### src/rtl/mso_div.sv
module mso_div #(
	parameter int DW = 75,
	parameter int VW = 11
) (
	input  logic          clk,
	input  logic          arst_n,
	input  logic          start,
	input  logic [DW-1:0] dividend,
	input  logic [VW-1:0] divisor,
	output logic          done,
	output logic [DW-1:0] quotient
);

	localparam int CNTW = $clog2(DW + 1);

	logic [DW-1:0]   dvd_q;
	logic [VW-1:0]   dsr_q;
	logic [VW-1:0]   rem_q;
	logic [CNTW-1:0] cnt_q;
	logic            busy_q;
	logic            done_q;
	logic [DW-1:0]   quo_q;
	logic [VW:0]     rem2;
	logic            ge;

	assign rem2 = {rem_q, dvd_q[DW-1]};
	assign ge = rem2 >= {1'b0, dsr_q};

	always_ff @(posedge clk or negedge arst_n) begin
		if (!arst_n) begin
			busy_q <= 1'b0;
			done_q <= 1'b0;
			cnt_q <= '0;
		end else begin
			done_q <= 1'b0;
			if (start) begin
				busy_q <= 1'b1;
				cnt_q <= CNTW'(DW);
			end else if (busy_q) begin
				cnt_q <= cnt_q - 1'b1;
				if (cnt_q == CNTW'(1)) begin
					busy_q <= 1'b0;
					done_q <= 1'b1;
				end
			end
		end
	end

	always_ff @(posedge clk) begin
		if (start) begin
			dvd_q <= dividend;
			dsr_q <= divisor;
			rem_q <= '0;
			quo_q <= '0;
		end else if (busy_q) begin
			dvd_q <= {dvd_q[DW-2:0], 1'b0};
			if (ge) begin
				rem_q <= VW'(rem2 - {1'b0, dsr_q});
			end else begin
				rem_q <= rem2[VW-1:0];
			end
			quo_q <= {quo_q[DW-2:0], ge};
		end
	end

	assign done = done_q;
	assign quotient = quo_q;

endmodule

### config.mk
export PLATFORM = sky130hd
export DESIGN_NAME = mso_div
export DESIGN_NICKNAME = d
export VERILOG_FILES = /design/src/rtl/mso_div.sv
export SDC_FILE = /design/constraint.sdc
export NUM_CORES = 1
export LEC_CHECK = 0
export ABC_AREA = 1
export BUFFER_PORTS_ARGS = -buffer_cell sky130_fd_sc_hd__buf_4
export CELL_PAD_IN_SITES_DETAIL_PLACEMENT = 1
export CELL_PAD_IN_SITES_GLOBAL_PLACEMENT = 2
export CORE_MARGIN = 2
export CORE_UTILIZATION = 32
export CTS_CLUSTER_DIAMETER = 30
export DETAILED_ROUTE_END_ITERATION = 16
export PLACE_DENSITY_LB_ADDON = 0.1
export SETUP_SLACK_MARGIN = 0.1
export SLEW_MARGIN = 15
export SYNTH_ARGS = -nofsm -noshare
export SYNTH_HDL_FRONTEND = slang
export SYNTH_SLANG_ARGS = --single-unit
### constraint.sdc
create_clock -name clk -period 3.7 [get_ports clk]
set_clock_uncertainty 0.05 [all_clocks]
set_input_delay 0.74 -clock clk [delete_from_list [all_inputs] [get_ports clk]]
set_output_delay 0.74 -clock clk [all_outputs]
set_load 0.01 [all_outputs]
* Word-level counts from Yosys, hierarchy flattened
Index checks and enable logic that the tools add are counted.
Operators by class: reductions and logical operators 1, add/sub/neg operators 2, eq/ne operators 1, order comparisons 1, muxes and demuxes 11
Operator list (number):
- 75-bit 2-to-1 mux | 2
- 7-bit 2-to-1 mux | 2
- 12-bit by 11-bit >= comparator with 1-bit output | 1
- 11-bit 2-to-1 mux | 1
- 11-bit subtractor | 1
- 7-bit by 1-bit equality test with 1-bit output, second input constant | 1
- 7-bit by 1-bit subtractor with 7-bit output, second input constant | 1
- 1-bit 2-to-1 mux | 6
- 2-bit nonzero test | 1
Word-level totals: bits in registers 181, word-level logic and storage cells 23, input bits 89, output and inout port bits 76

* Depth between registers and ports, before layout
depth after elaboration 4, depth in mapped cells 13, depth with buffers taken out 13

* Least setup slack after synthesis
Ideal clock, no wire load.
path kind input to register, start input port start, end register dvd_q[0] (enable), stages on the path 4, data arrival time 3.300 ns, required time 3.181 ns, setup time 0.469 ns, path buffers 2, setup slack -0.119 ns, path through buf_2 > nor2_1 > inv_1 > clkbuf_1
Between the ends: longest elaborated chain between the ends 1
RTL lines:
- start: declaration | RTL line 7 | input logic start,
- 2-bit nonzero test (no source line)
- end signal: assignment | RTL line 51 | dvd_q <= dividend;
- end signal: assignment | RTL line 56 | dvd_q <= {dvd_q[DW-2:0], 1'b0};
- end: declaration | RTL line 16 | logic [DW-1:0] dvd_q;
No other way between the ends. A chain may end at the register's enable or synchronous reset.

==> qor.txt <==
Status: completed
Drt drc: 0
Critical path fanouts, max: 48
Synth Flop Type: edfxtp_1
Leak pwr: 0.00435 µW
Ports: 165
Mean post-synth cell area: 9.06 µm²
RSZ-0062 raised after global routing: false
Die Height: 157 µm
Final worst slack: 1.54 ns
Top post-synthesis cells by area: edfxtp_1, dfxtp_1, nand2_1
Worst reg2reg path depth: 5
Synth top area share: 34.5%
Synth async-reset ratio: 4.97%
Placed cells: 1272
Comb pwr share: 17.4%
Max-cap viol count: 0
Reg clk slew, reported paths: 0.07 ns
Synth Register Bits: 181
Synthesized-area fraction occupied by adder cells: 2.44%
Vias in the first global route: 5857
Non-Filler Instances: 1304
Synth Area in Compound Gates: 8.09%
Vias: 5829
Core area: 22800 µm²
Layout cells sized above 1: 21.9%
Drt via density: 4.47
Final setup violation count: 0
TritonCTS clock tree: built
Syn. warnings: 0
Post-synthesis sequential area ratio: 60.5%
IO buf count: 164
Crit Reg-Reg Endpoint: quotient[49]$_SDFFE_PP0P_
Clk_lat worst skew: 0.43 ns
Pin count of the biggest net entering global routing: 101
Largest family of logic cells by synthesized area: simple AND/OR/NAND/NOR gates
Critical Path RT: 3.94 ns
Worst Setup End Kind: register
Xor/xnor cell area share of the yosys netlist: 0.117%
Critical path launch point type: register
Die Wd: 157 µm
Crit Path Category: reg -> reg
Clk sinks: 181
# resized after CTS: 0
First drt pass iteration count: 4
NumNets Final: 1081
Pwr dens: 522 nW/µm²
Final Hold Viols: 0
Post-Syn Instances: 826
Final min period: 2.16 ns
CTS Buffer Depth: 2
Worst EP arrival: 2.39 ns
Syn_nets: 929
Most common cell in the synthesized netlist: nand2_1
Number of buffers created by CTS: 17
Final HPWL DP: 13600 µm
# fillers: 2683
Register Area: 4530 µm²
Post-Place Setup Slack: 1.11 ns
Netlist cell types: 35
Area growth syn-to-layout: 28.1%
Reg power frac: 46.5%
R2r startpoint: busy_q$_DFF_PN0_
Clock Tree Root: clkbuf_16
Die Area: 24600 µm²
Top cells by count, synth: nand2_1, inv_1, dfxtp_1, edfxtp_1, o22ai_1
Antenna violations before repair: 0
Area taken by multi-input logic gates: 2340 µm²
# hold bufs at CTS: 0
Hold Crit Class: in -> async
Routability congestion estimate: 0.751
Initial DRC count: 190
Post-CTS Setup Bufs: 0
Sum Neg Setup Slack: 0 ns
Switch share: 28.7%
Clock power frac: 36.1%
Max Freq: 464 MHz
Reg2Reg Setup Slack: 1.54 ns
Synth Area in Simple Gates: 20.6%
ANT nets after route: 0
Post-Syn Area: 7480 µm²
Fin crit share: 58.3%
First-pass GRT wire length: 30700 µm
Fin. max-slew vios: 0
Switch Pwr: 1440 µW
Total track usage: 15.9%
Initial Utilization: 32.9%
H-tree depth: 4
Total wire length: 19200 µm
WL/cell: 14.7 µm
Int Pwr: 3570 µW
Mux cell area share after synthesis: 0%
Post-synth EDFFs: 86
Max transition margin: 41.8%
Tightest Pin Transition: 0.872 ns
# diodes: 0
# rows: 55
Peak VDD IR: 0.278 mV
Remaining global-route overflow: 0
Area leader, netlist: edfxtp_1
[critical path, stage by stage, from the launching register on]
cell     delay, ns
dfrtp_1       0.48
inv_2         0.17
nor2_4        0.08
inv_2         0.65
buf_4         0.45
o22ai_1       0.12
[stage by stage]
step / power [µW] / util (%) / cell area [µm²] / hold slack (ns)
floorplan: 2970 / - / 7490 / 0.394
global placement: 3260 / 39.6 / 9010 / 0.404
detailed placement: 3260 / 39.6 / 9010 / 0.412
CTS: 5090 / 42.1 / 9590 / 0.0603
global route: 5290 / 42.1 / 9590 / 0.0640
finish: 5010 / 42.1 / 9590 / 0.0775
[power by group through the flow]
stage	combinational, µW	sequential (µW)	clock [µW]
2_1_floorplan	630	2340	0
4_1_cts	887	2330	1870
6_report	872	2330	1810
3_5_place_dp	882	2380	0
3_3_place_gp	884	2370	0
5_1_grt	1000	2350	1940
[flip-flops by register name, indices dropped and copies added, names as in the netlist]
name / cells
busy_q: 1
cnt_q: 7
done: 1
dsr_q: 11
dvd_q: 75
quotient: 75
rem_q: 11
[how the worst max path moves through the flow]
stage | end | slack, ns | start
after floorplan | dvd_q[0]$_SDFFCE_PN0P_ | 1.10 | start
after global placement | dvd_q[62]$_DFFE_PP_ | 1.14 | start
after detailed placement | quotient[41]$_SDFFE_PP0P_ | 1.11 | start
after CTS | quotient[49]$_SDFFE_PP0P_ | 1.52 | busy_q$_DFF_PN0_
after global routing | quotient[39]$_SDFFE_PP0P_ | 1.35 | busy_q$_DFF_PN0_
final | quotient[49]$_SDFFE_PP0P_ | 1.54 | busy_q$_DFF_PN0_
[metal layers]
layer / track usage, % / vias up / share of wire, %
li1: - / 2980 / -
met2: 25.1 / 106 / 46
met3: 4.41 / 18 / 5.2
met5: 0 / - / 0
met1: 21.4 / 2725 / 47
met4: 4.72 / 0 / 1.1
[cell type report]
| class | count | share of cell area [%] |
|---|---|---|
| Clock inverter | 11 | 1.19 |
| Clock buffer | 21 | 4.82 |
| Inverter | 121 | 4.79 |
| Sequential cell | 181 | 47.2 |
| Tap cell | 313 | 4.09 |
| Multi-Input combinational cell | 488 | 24.4 |
| Timing Repair Buffer | 169 | 13.5 |
[placed cells by master (no fill, tap or decap), types with 2 or more instances in the layout]
cell        count
dfxtp_1        86
a21oi_2         2
nor2_2          2
nand2_1       291
clkbuf_16      18
edfxtp_1       86
nor2_4          2
nand4_1        12
inv_2           5
nand3b_1        2
inv_8           2
clkbuf_1        3
nor2_1         34
inv_1         115
a21oi_1        10
dfrtp_1         9
nand2_2         4
ha_1           13
o21ai_0         8
o21ai_1         3
nand3_1        22
buf_4         167
buf_12          2
clkinvlp_4      2
o22ai_1        72
inv_6           4
[kinds of logic (layout without fill, tap and decap cells)]
family                   after synthesis  count (layout)
AND/OR/NAND/NOR                      374             374
flip-flops                           181             181
buffers and inverters                157             322
AO/OA/AOI/OAI                         99              99
adder cells (fa/ha/maj)               14              14
XOR/XNOR                               1               1
Note: power is estimated with default switching activity, not from simulation.
