$ cat config.mk
export PLATFORM = sky130hd
export DESIGN_NAME = mso_isqrt
export DESIGN_NICKNAME = d
export VERILOG_FILES = /design/src/rtl/mso_pkg.sv /design/src/rtl/mso_isqrt.sv
export SDC_FILE = /design/constraint.sdc
export NUM_CORES = 1
export LEC_CHECK = 0
export ABC_AREA = 1
export BUFFER_PORTS_ARGS = -buffer_cell sky130_fd_sc_hd__clkbuf_2
export CORE_ASPECT_RATIO = 1.25
export CORE_UTILIZATION = 25
export DETAILED_ROUTE_END_ITERATION = 6
export PLACE_DENSITY_LB_ADDON = 0.3
export SLEW_MARGIN = 5
export SYNTH_ARGS = -nofsm -noshare
export SYNTH_HDL_FRONTEND = slang
export SYNTH_SLANG_ARGS = --single-unit
$ cat constraint.sdc
create_clock -name clk -period 14.6 [get_ports clk]
set_clock_uncertainty 0.05 [all_clocks]
set_input_delay 1.46 -clock clk [delete_from_list [all_inputs] [get_ports clk]]
set_output_delay 1.46 -clock clk [all_outputs]
set_load 0.02 [all_outputs]
$ cat src/rtl/mso_pkg.sv
package mso_pkg;

	localparam int MAX_SAMPLES_DEF = 1024;
	localparam int SAMPLE_W = 32;
	localparam int MULT_W = 6;
	localparam int ROOT_IN_W = 64;
	localparam int ROOT_W = 32;
	localparam int COUNT_OUT_W = 11;
	localparam logic [MULT_W-1:0] SIGMA_MULT_RESET = 6'd3;

	typedef enum logic [8:0] {
		ST_LOAD  = 9'b000000001,
		ST_SEL   = 9'b000000010,
		ST_SQ    = 9'b000000100,
		ST_DIVS  = 9'b000001000,
		ST_SQRT  = 9'b000010000,
		ST_SPLIT = 9'b000100000,
		ST_DIVC  = 9'b001000000,
		ST_DIVO  = 9'b010000000,
		ST_DONE  = 9'b100000000
	} state_t;

endpackage

$ cat src/rtl/mso_isqrt.sv
module mso_isqrt
	import mso_pkg::*;
(
	input  logic                 clk,
	input  logic                 arst_n,
	input  logic                 start,
	input  logic [ROOT_IN_W-1:0] value,
	output logic                 done,
	output logic [ROOT_W-1:0]    root
);

	logic [ROOT_IN_W-1:0] v_q;
	logic [ROOT_IN_W-1:0] res_q;
	logic [ROOT_IN_W-1:0] one_q;
	logic                 busy_q;
	logic                 done_q;
	logic [ROOT_IN_W-1:0] trial;

	assign trial = res_q + one_q;

	always_ff @(posedge clk or negedge arst_n) begin
		if (!arst_n) begin
			busy_q <= 1'b0;
			done_q <= 1'b0;
		end else begin
			done_q <= 1'b0;
			if (start) begin
				busy_q <= 1'b1;
			end else if (busy_q && one_q == ROOT_IN_W'(1)) begin
				busy_q <= 1'b0;
				done_q <= 1'b1;
			end
		end
	end

	always_ff @(posedge clk) begin
		if (start) begin
			v_q <= value;
			res_q <= '0;
			one_q <= ROOT_IN_W'(1) << (ROOT_IN_W - 2);
		end else if (busy_q) begin
			if (v_q >= trial) begin
				v_q <= v_q - trial;
				res_q <= (res_q >> 1) + one_q;
			end else begin
				res_q <= res_q >> 1;
			end
			one_q <= one_q >> 2;
		end
	end

	assign done = done_q;
	assign root = res_q[ROOT_W-1:0];

endmodule

**Word level (Yosys, flattened, before mapping)**

Cells that the tools add are included.
Widths: inputs -> output; s select.

- Input port bits: 67
- Output and inout bits: 33
- Register bits after elaboration: 162

- Eq/ne operators: 1
- Magnitude comparators: 1
- $add $sub $neg: 3
- Multiplexer cells: 8
- Reductions and logical operators: 5

Operator list:

| kind | number |
|---|---|
| $mux 64 | 4 |
| $add 63x63->64 | 1 |
| $add 64x63->64 | 1 |
| $ge 64x64->1 | 1 |
| $sub 64x64->64 | 1 |
| $eq 32x1->1 const B | 1 |
| $reduce_bool 2->1 | 3 |
| $mux 1 | 4 |
| $reduce_and 2->1 | 1 |
| $logic_and 1x1->1 | 1 |

**Logic depth before layout (Yosys ltp)**

- Word-level depth: 5
- Depth in mapped cells: 30
- Depth with buffers taken out: 28

**Worst setup path after synthesis**

OpenSTA, ideal clock, no wires.

- Path type: register to register
- Start point: register one_q[14]
- End point: register v_q[0] (enable)
- Data required time: 14,126 ps
- Clock period less this slack: 5,014 ps
- Data arrival time: 4,540 ps
- Slack: 9,586 ps
- Buffers on the path: 1
- Cell stages (with the launch flop): 22
- Cells stage by stage: dfxtp_1 > ha_1 > nand2_1 > o21ai_0 > nand2_1 > o21ai_0 > o21bai_1 > nand2_1 > nand2_1 > nand4_1 > nand3b_1 > nand2_1 > ha_1 > nand2_1 > nor3_2 > nand2_1 > nor2_1 > a21oi_4 > nand2_4 > nand2_2 > buf_2 > nand2_1

- Longest elaborated chain between the ends: 4

RTL lines:

| what | RTL line | RTL |
|---|---|---|
| start, declared | mso_isqrt.sv:14 | `logic [ROOT_IN_W-1:0] one_q;` |
| start signal, assigned | mso_isqrt.sv:40 | `one_q <= ROOT_IN_W'(1) << (ROOT_IN_W - 2);` |
| start signal, assigned | mso_isqrt.sv:48 | `one_q <= one_q >> 2;` |
| $add 64x63->64 | mso_isqrt.sv:19 | `assign trial = res_q + one_q;` |
| $ge 64x64->1 | mso_isqrt.sv:42 | `if (v_q >= trial) begin` |
| $reduce_bool 2->1 (no line) | -- |  |
| $reduce_and 2->1 (no line) | -- |  |
| end signal, assigned | mso_isqrt.sv:38 | `v_q <= value;` |
| end signal, assigned | mso_isqrt.sv:43 | `v_q <= v_q - trial;` |
| end, declared | mso_isqrt.sv:12 | `logic [ROOT_IN_W-1:0] v_q;` |

No other way between the ends.
A chain may end at the register's enable or synchronous reset.

**Final worst setup path**

- Start point: register res_q[30]
- End point: register v_q[15] (enable)

- Longest elaborated chain between the ends: 4

RTL lines:

| what | RTL line | RTL |
|---|---|---|
| start, declared | mso_isqrt.sv:13 | `logic [ROOT_IN_W-1:0] res_q;` |
| start signal, assigned | mso_isqrt.sv:44 | `res_q <= (res_q >> 1) + one_q;` |
| start signal, assigned | mso_isqrt.sv:46 | `res_q <= res_q >> 1;` |
| $add 64x63->64 | mso_isqrt.sv:19 |  |
| $ge 64x64->1 | mso_isqrt.sv:42 |  |
| $reduce_bool 2->1 (no line) | -- |  |
| $reduce_and 2->1 (no line) | -- |  |

No other way between the ends.

==> impl_metrics.env <==
export IMPL_dr_pass1_iters=7
export IMPL_port_buffers=99
export IMPL_violations="design-rule violations"
export IMPL_cp_endpoint="v_q[15]$_DFFE_PP_"
export IMPL_antenna_found_initial=0
export IMPL_critPathLaunch="res_q[30]$_SDFFE_PP0P_"
export IMPL_track_usage_pct=21.6
export IMPL_cts_htree_levels=4
export IMPL_cts_inserted_buffers=17
export IMPL_grt_start_max_net_pins=65
export IMPL_slew_headroom_pct=31.4
export IMPL_area_growth_pct=9.34
export IMPL_place_gp_congestion=1.01
export IMPL_synth_top_area_share_pct=22.5
export IMPL_via_per_inst=4.86
export IMPL_drive_gt1_share_pct=5.24
export IMPL_tightestPinTransition_ps=1020
export IMPL_yosys_top_cells_area="nand2_1 (22%), dfxtp_1 (9.5%), edfxtp_1 (9.5%)"
export IMPL_critical_path_class="reg -> reg"
export IMPL_ys_ff_latch=162
export IMPL_worst_path_max_fanout=64
export IMPL_core_rowCount=116
export IMPL_start_util_pct=25.2
export IMPL_maxCapViolCount=0
export IMPL_grt_ovfl_total=0
export IMPL_path_clk_slew_ps=80
export IMPL_grt_pass1_vias=22135
export IMPL_drtAntennaViolNets=0
export IMPL_hp_start="res_q[0]$_SDFFE_PP0P_"
export IMPL_die_w_microns=256
export IMPL_finalSetupTns_ps=0
export IMPL_r2r_end="v_q[15]$_DFFE_PP_"
export IMPL_antennaDiodeCount=0
export IMPL_core_sq_um=80000
export IMPL_end_kind="register"
export IMPL_synth_fp_nets=3782
export IMPL_drc=2
export IMPL_synth_edf_count=64
export IMPL_die_h_microns=320
export IMPL_hold_viol_final=0
export IMPL_syn_avg_cell_area_sq_um=5.63
export IMPL_clkLatencyLatePin_ps=520
export IMPL_dpl_hpwl_mm=73.7
export IMPL_r2r_slack_ps=8300
export IMPL_clock_root_buffer="clkbuf_16"
export IMPL_post_cts_buffers=0
export IMPL_reg2reg_depth=21
export IMPL_crit_arrival_ps=6390
export IMPL_io_pins=100
export IMPL_syn_inst=3584
export IMPL_status="finished, violations left"
export IMPL_setup_violations=0
export IMPL_nets=3791
export IMPL_hold_ws_ps=465
export IMPL_syn_area_sq_um=20200
export IMPL_ctsLongestPathBuffers=2
export IMPL_routed_wirelength_mm=89.3
export IMPL_rsz0062_at_grt="no"
export IMPL_synth_cell_types=49
export IMPL_timing_fmax_ghz=0.159
export IMPL_reg2reg_from="res_q[30]$_SDFFE_PP0P_"
export IMPL_wl_per_cell_microns=19.1
export IMPL_maxSlewViolCount=0
export IMPL_drtIter0Drc=1649
export IMPL_cts_hold_buf=0
export IMPL_synth_top_cell_by_area="nand2_1"
export IMPL_min_path_type="reg -> reg"
export IMPL_ctsResizeCount=0
export IMPL_synthArstFlopShare_pct=1.23
export IMPL_dieArea_sq_um=81900
export IMPL_min_period_ps=6300
export IMPL_crit_path_start_kind="register"
export IMPL_ys_flop_type="dfxtp_1"
export IMPL_leakage_uw=0.0100
export IMPL_fin_crit_sh_pct=43.2
export IMPL_worstPathRequired_ps=14690
export IMPL_synth_warnings=0
export IMPL_grt_pass1_wl_mm=133
export IMPL_num_vias=22688
export IMPL_cts_tree="done"
export IMPL_synth_seq_area_share_pct=19.3
export IMPL_num_fill_cells=9244
export IMPL_p_per_area_nw_per_um2=197
export IMPL_ir_drop_v=0.0000855
export IMPL_numClockSinks=162
## cells in the final DEF (no fill, tap or decap), types with 2 or more instances in the layout
master        n
nand2_4       2
inv_8         4
o21a_1        4
nor2_4        2
nor2_1      437
dfxtp_1      96
nand2_2       8
nand4_1      32
a21boi_0      3
or2_2        15
clkbuf_2     98
nor2_2        9
clkbuf_16    18
inv_2         5
o21bai_1     28
xnor2_1      46
and2_1        4
nor3_1       42
xor2_1       54
nand2_1    1208
a211oi_1      6
o21ai_0     163
nor4_1       12
nand3b_1     28
bufinv_16     3
ha_1        130
a31oi_1      16
o211ai_1      2
buf_4        12
o21ai_1      12
nand3_1     305
inv_6         3
edfxtp_1     64
a21o_1       16
a21oi_1     210
inv_1       490
## cell type report
type / instances / area [sq um] / area share [%]
multi-input combinational: 2807 / 13800 / 62.4
clock buffer: 19 / 454 / 2.06
inverter: 495 / 1860 / 8.42
sequential: 162 / 3890 / 17.6
tap: 1062 / 1330 / 6.02
clock inverter: 13 / 184 / 0.833
timing repair buffer: 110 / 581 / 2.63
## power breakdown
part           internal [uW]  leakage (uW)  switching, uW
clock                    285      0.000312            243
sequential               684       0.00147            201
combinational            936       0.00824           1990
## critical path: stages, from the launching register on
cell,delay [ps]
dfxtp_1,680
ha_1,330
nand2_1,160
o21ai_0,420
nand2_1,180
o21ai_0,460
a21oi_1,180
o21ai_0,240
a21oi_1,80
nand3b_1,110
nand2_1,60
ha_1,370
nand2_1,130
nor3_2,220
nand2_1,180
nor2_1,220
a21oi_4,80
buf_4,240
nand2_4,290
nand2_2,260
nand2_2,120
buf_4,670
## metrics by stage
step	power, uW	instances	cell area [sq um]	utilization, %	setup slack [ps]
after detailed placement	3770	4636	21400	26.8	8430
after global routing	4700	4668	22100	27.6	7950
final	4340	4668	22100	27.6	8300
after floorplan	2910	3584	20200	-	9590
after global placement	3770	4636	21400	26.8	8420
after CTS	4310	4668	22100	27.6	8390
## cell usage after synthesis, types with 31 or more instances
library cell	number
nand2_1	1209
inv_1	490
nor2_1	437
nand3_1	305
a21oi_1	210
o21ai_0	163
ha_1	130
dfxtp_1	96
edfxtp_1	64
xor2_1	54
xnor2_1	46
nor3_1	42
clkbuf_1	39
buf_4	37
nand4_1	32
buf_2	31
## cells by family after synthesis
group	after synthesis	share of synthesized area [%]
buffers and inverters	615	12.5
DFF	162	19.3
xor gates and xnor gates	100	4.34
adders and majority gates	131	8.15
AOI/OAI and AO/OA	468	12.6
and+or+nand+nor	2108	43.1
## layer usage
metal / wire length [microns] / track usage, %
met3: 3590 / 2.36
met1: 37100 / 25.1
met5: 0 / 0
met2: 44100 / 38.8
met4: 4570 / 10.8
## flip-flops by register name, indices dropped and copies added (netlist names)
signal,count
res_q,64
busy_q,1
v_q,64
done,1
one_q,32
## worst min-delay path by stage
stage,to,slack [ps],depth (start not counted)
6_report,res_q[0]$_SDFFE_PP0P_,470,2
5_1_grt,res_q[0]$_SDFFE_PP0P_,490,2
4_1_cts,res_q[0]$_SDFFE_PP0P_,460,2
3_5_place_dp,res_q[0]$_SDFFE_PP0P_,440,2
3_3_place_gp,res_q[0]$_SDFFE_PP0P_,440,2
2_1_floorplan,res_q[0]$_SDFFE_PP0P_,410,2
Note: power is estimated with default switching activity, not from simulation.
